File: config.mk
export PLATFORM = sky130hd
export DESIGN_NAME = smte_cell
export DESIGN_NICKNAME = d
export VERILOG_FILES = /design/src/hw/rtl/smte_pkg.sv /design/src/hw/rtl/smte_cell.sv
export SDC_FILE = /design/constraint.sdc
export NUM_CORES = 1
export LEC_CHECK = 0
export ABC_CLOCK_PERIOD_IN_PS = 2630
export BUFFER_PORTS_ARGS = -buffer_cell sky130_fd_sc_hd__buf_4
export CAP_MARGIN = 20
export CORE_ASPECT_RATIO = 0.6
export CORE_UTILIZATION = 47
export DETAILED_ROUTE_END_ITERATION = 7
export MAX_ROUTING_LAYER = met4
export PLACE_DENSITY = 0.89
export RECOVER_POWER = 25
export SYNTH_ARGS = -nofsm -noshare
export SYNTH_HDL_FRONTEND = slang
export SYNTH_SLANG_ARGS = --single-unit
File: constraint.sdc
create_clock -name i_clk -period 2.63 [get_ports i_clk]
set_clock_uncertainty 0.05 [all_clocks]
set_input_delay 0.1315 -clock i_clk [delete_from_list [all_inputs] [get_ports i_clk]]
set_output_delay 0.1315 -clock i_clk [all_outputs]
set_load 0.05 [all_outputs]
File: src/hw/rtl/smte_pkg.sv
// ----------------------------------------------------------------------------
// smte_pkg: shared types and constants of the static MAC table engine
// Field widths, request opcodes, status codes, controller states and the
// per-cell control group.
// ----------------------------------------------------------------------------
package smte_pkg;

    // Default sizing
    localparam int DEF_TABLE_DEPTH = 64;
    localparam int DEF_PORT_BITS   = 16;

    // Fixed field widths of the request and result channels
    localparam int OPCODE_W    = 2;
    localparam int ADDR_W      = 48;
    localparam int VLAN_W      = 8;
    localparam int MASK_IN_W   = 16;
    localparam int STATUS_W    = 2;
    localparam int COUNT_OUT_W = 7;

    // Request opcodes
    localparam logic [OPCODE_W-1:0] OP_ADD    = 2'd0;
    localparam logic [OPCODE_W-1:0] OP_MODIFY = 2'd1;
    localparam logic [OPCODE_W-1:0] OP_DELETE = 2'd2;

    // Result status codes
    localparam logic [STATUS_W-1:0] STS_DONE    = 2'd0;
    localparam logic [STATUS_W-1:0] STS_FULL    = 2'd1;
    localparam logic [STATUS_W-1:0] STS_NOMATCH = 2'd2;

    // Controller states
    typedef enum logic [1:0] {
        S_IDLE,
        S_CMP,
        S_APPLY
    } t_state;

    // Per-cell update controls, mutually exclusive by opcode
    typedef struct packed {
        logic write_new;    // load the request key and port vector
        logic update_mask;  // replace the port vector only
        logic shift;        // take the upper neighbor's entry
    } t_cell_ctl;

endpackage

File: src/hw/rtl/smte_cell.sv
// ----------------------------------------------------------------------------
// smte_cell: one table slot
// Holds one entry, registers its match against the request key every cycle
// and presents its entry to the lower neighbor for delete shifts.
// ----------------------------------------------------------------------------
module smte_cell #(
    parameter int PORT_BITS = smte_pkg::DEF_PORT_BITS
) (
    input  logic                         i_clk,
    input  smte_pkg::t_cell_ctl          i_ctl,
    input  logic                         i_live,
    input  logic [smte_pkg::ADDR_W-1:0]  i_key_addr,
    input  logic [smte_pkg::VLAN_W-1:0]  i_key_vlan,
    input  logic [PORT_BITS-1:0]         i_key_mask,
    input  logic [smte_pkg::ADDR_W-1:0]  i_nbr_addr,
    input  logic [smte_pkg::VLAN_W-1:0]  i_nbr_vlan,
    input  logic [PORT_BITS-1:0]         i_nbr_mask,
    output logic [smte_pkg::ADDR_W-1:0]  o_addr,
    output logic [smte_pkg::VLAN_W-1:0]  o_vlan,
    output logic [PORT_BITS-1:0]         o_mask,
    output logic                         o_hit
);

    logic [smte_pkg::ADDR_W-1:0] r_addr;
    logic [smte_pkg::VLAN_W-1:0] r_vlan;
    logic [PORT_BITS-1:0]        r_mask;
    logic                        r_hit;

    // Load, shift or patch the stored entry
    always_ff @(posedge i_clk) begin
        if (i_ctl.write_new) begin
            r_addr <= i_key_addr;
            r_vlan <= i_key_vlan;
            r_mask <= i_key_mask;
        end else if (i_ctl.shift) begin
            r_addr <= i_nbr_addr;
            r_vlan <= i_nbr_vlan;
            r_mask <= i_nbr_mask;
        end else if (i_ctl.update_mask) begin
            r_mask <= i_key_mask;
        end
    end

    // Register the live-entry match
    always_ff @(posedge i_clk) begin
        r_hit <= i_live && (r_addr == i_key_addr) && (r_vlan == i_key_vlan);
    end

    assign o_addr = r_addr;
    assign o_vlan = r_vlan;
    assign o_mask = r_mask;
    assign o_hit  = r_hit;

endmodule

# Yosys cells after proc, flatten, opt, wreduce, memory -nomap -nowiden
# Index checks and enable logic that the tools add are counted.
[totals]
out_inout_bits = 73
register_bits = 73
[classes]
n_reduce_logical = 4
muxes = 7
n_eq_ne = 2
[op_table]
columns = ["op", "count"]
rows = [
  ["two-way mux 48 bit", 2],
  ["== test 48 bit", 1],
  ["two-way mux 16 bit", 3],
  ["two-way mux 8 bit", 2],
  ["== test 8 bit", 1],
  ["nonzero test 3 bit", 1],
  ["logical AND 1 bit", 2],
  ["nonzero test 2 bit", 1],
]

# Depth between registers and ports, before layout
[depth]
word_depth = 3
ltp_mapped = 5
mapped_depth_nobuf = 5

# Worst setup path before layout
# Ideal clock, no wire load.
[synth_path]
path_kind = "in2reg"
start = "in i_ctl[2] (netlist name)"
end = "reg r_addr, in the netlist o_addr[0] (enable)"
setup_ps = 389
arrival_ps = 1308
required_time_ps = 2191
stages = 3
slack_ps = 883
path_cell_list = "buf_2 buf_2 or2_2"
[synth_between]
elab_chain_cells = 1
[synth_lines]
columns = ["element", "line_no", "rtl"]
rows = [
  ["start, declared", "smte_cell.sv:10", "input smte_pkg::t_cell_ctl i_ctl,"],
  ["nonzero test 2 bit (no line)", "n/a", ""],
  ["end signal, assigned", "smte_cell.sv:32", "r_addr <= i_key_addr;"],
  ["end signal, assigned", "smte_cell.sv:36", "r_addr <= i_nbr_addr;"],
  ["end, declared", "smte_cell.sv:24", "logic [smte_pkg::ADDR_W-1:0] r_addr;"],
]
# No other way between the ends.
# A chain may end at the register's enable or synchronous reset.

# Worst setup path after layout
[layout_path]
start = "reg r_addr, in the netlist o_addr[42]"
end = "reg r_hit (netlist: o_hit)"
[layout_between]
elab_chain_cells = 3
[layout_lines]
columns = ["element", "line_no", "rtl"]
rows = [
  ["== test 48 bit", "smte_cell.sv:46", "r_hit <= i_live && (r_addr == i_key_addr) && (r_vlan == i_key_vlan);"],
  ["logical AND 1 bit (2 in a row)", "smte_cell.sv:46", ""],
  ["end signal, assigned", "smte_cell.sv:46", ""],
  ["end, declared", "smte_cell.sv:27", "logic r_hit;"],
]
# No other way between the ends.

==> results.yml <==
status:
  status: "complete, no violations"
synth:
  ys_types: 20
  yosysTopAreaCell: "edfxtp_1"
  yosysTopAreaCellShare_pct: 58.8
  yosys-top-cells-area: "edfxtp_1 (59%), mux2_2 (22%), xnor2_1 (6.7%), xor2_1 (5.0%), nand4_1 (1.5%)"
  synthFlopType: "edfxtp_1"
  yosys_warnings: 0
  async_reset_ff_share_pct: 0
  synth_edf_count: 72
  yosys-top-cells-count: "edfxtp_1 (72), mux2_2 (72), xnor2_1 (28)"
  ys_seq_area_share_pct: 59.3
  synth_nets: 387
  synth.avg_cell_area_um2: 15.5
  synth.ff_latch_count: 73
  synth_area_mm2: 0.00368
  syn_inst: 238
hold_path:
  min_from: "i_key_mask[8]"
  hold_class: "input pin to register"
  min_delay_path_depth: 2
  hold_path_end: "o_mask[8]"
place:
  pre_cts_slack_ns: 0.922
  io_buffers: 221
  gp_congestion: 0.812
  hpwlAfterDp_um: 7710
global_routing:
  antenna_found_initial: 0
  grt_usage_pct: 24.9
  overflow: 0
  grt_max_degree: 32
  grt_pass1_wl_um: 14500
  grt_pass1_vias: 2965
routing:
  wl_per_cell_um: 17.4
  vias: 2894
  drt_iter0_drc: 134
  viasPerCell: 5.03
  antenna_left: 0
  drt-pass1-iter-count: 4
  drc: 0
  postRouteWirelength_um: 10000
worst_setup_path:
  crit_arrival_ns: 2.00
  timing.rr.start: "o_addr[42]"
  crit_required_ns: 2.82
  critical_path_class: "register to register"
  worstPathMaxFanout: 2
  cp-end-kind: "register"
  cp-start-kind: "register"
  regToRegSetupSlack_ns: 0.82
  worstRegToRegCells: 5
  reg2reg_to: "o_hit"
clock_network:
  cts_tree: "yes"
  post_cts_buffers: 0
  cts_buffers: 9
  cts_buffer_depth: 2
  cts_resized: 0
  clock_latency_ns: 0.33
  postCtsHoldBufs: 0
  cts-root-buf: "clkbuf_16"
  htree_num_levels: 3
  clock-sinks: 73
  clk_pin_slew_ns: 0.06
sta:
  max_freq_mhz: 554
  tightest_slew_ns: 0.867
  finalHoldViolCount: 0
  slew_viol_final: 0
  holdWs_ns: 0.0537
  fin_tns_setup_ns: 0
  period_share_pct: 68.7
  setup_ws_ns: 0.823
  relSlewSlack_pct: 42.2
  rsz0062_at_grt: "no"
  min_period_ns: 1.81
  setup_viol: 0
layout:
  final_layout_size_suffix_gt1_share_pct: 61.1
  nNetsFinal: 615
  areaGrowthSynthToFinish_pct: 55.4
  diodes: 0
  fillerInstances: 491
floorplanning:
  num_rows: 24
  die_h_um: 70.5
  initial_core_util_pct: 49.6
  ios: 222
  core_area_mm2: 0.00742
  die_w_um: 116
  die-area_mm2: 0.00820
power_and_ir_drop:
  combPwrFrac_pct: 27.0
  vdd_drop_max_v: 0.000407
  p_leak_nw: 2.39
  p_sw_mw: 1.22
  p_int_mw: 2.77
  seqPwrFrac_pct: 37.8
  switching_share_pct: 30.5
  p_per_area_mw_per_mm2: 697
  pwr-share-clk_pct: 35.1
flow_run:
  max_cap_violations: 0
==> cells by family after synthesis <==
group | count (synthesis) | synth area share [%]
xor+xnor | 49 | 11.7
buf+inv | 15 | 1.80
compound gates | 7 | 1.39
simple gates | 22 | 3.78
mux | 72 | 22.0
flops | 73 | 59.3
==> cells in the final DEF, fill, tap and decap left out, drive strengths merged <==
cell      netlist  layout
a222oi          1       1
nand4           9       9
xnor2          28      28
buf             8     199
a221oi          2       2
o22ai           3       3
mux2           72      72
clkinv          0       3
o21ai           1       1
nor4            7       7
nand3           1       1
dfxtp           1       1
bufinv          0       3
xor2           21      21
or2             1       1
edfxtp         72      72
clkinvlp        0       1
or3             1       1
inv             7       7
nor3            1       1
clkbuf          0      35
nor2            1       1
nor2b           1       1
==> flip-flops by register name (all words and copies together), names as in the netlist <==
| name | cells |
|---|---|
| o_hit | 1 |
| o_mask | 16 |
| o_addr | 48 |
| o_vlan | 8 |
==> power groups by stage <==
stage	registers (mW)	logic (mW)	clock network, mW
after detailed placement	1.53	1.11	0
after global placement	1.52	1.10	0
final	1.51	1.08	1.40
after CTS	1.51	1.12	1.42
after global routing	1.52	1.12	1.46
after floorplan	1.96	0.233	0
==> area by class of cell <==
class | count | area [µm²] | share of cell area [%]
Clock buffer | 9 | 225 | 3.94
Clock inverter | 7 | 119 | 2.08
Inverter | 7 | 26.3 | 0.460
Multi-Input combinational cell | 150 | 1430 | 25.0
Sequential cell | 73 | 2180 | 38.2
Tap cell | 104 | 130 | 2.28
Timing Repair Buffer | 225 | 1600 | 28.1
==> layer usage <==
metal	up-vias	GRT usage, %	share of wire, %
met5	-	-	0
met4	0	5.84	1.2
met3	12	5.90	6.2
met2	142	44.6	53
met1	1380	27.9	39
li1	1360	-	-
==> critical path: stages (launching register included) <==
cell      delay (ns)
edfxtp_1        0.42
xnor2_1         0.20
nand4_1         0.13
nor4_1          0.49
nand3_1         0.18
nor4_2          0.26
==> metrics by stage <==
step	area (µm²)	power [mW]	utilization (%)	cells
final	5720	3.99	77.1	575
after global routing	5720	4.10	77.1	575
after CTS	5810	4.04	78.4	575
after detailed placement	5470	2.64	73.8	559
after global placement	5470	2.62	73.8	559
after floorplan	3680	2.20	-	238
==> how the worst max path moves through the flow <==
stage / slack (ns) / startpoint / depth (start not counted) / to
floorplan: 0.88 / i_ctl[2] / 3 / o_addr[0]
global placement: 0.96 / i_ctl[2] / 3 / o_addr[19]
detailed placement: 0.92 / o_addr[42] / 5 / o_hit
CTS: 0.84 / o_addr[42] / 5 / o_hit
global route: 0.71 / o_addr[42] / 5 / o_hit
finish: 0.82 / o_addr[42] / 5 / o_hit
Note: power is estimated with default switching activity, not from simulation.
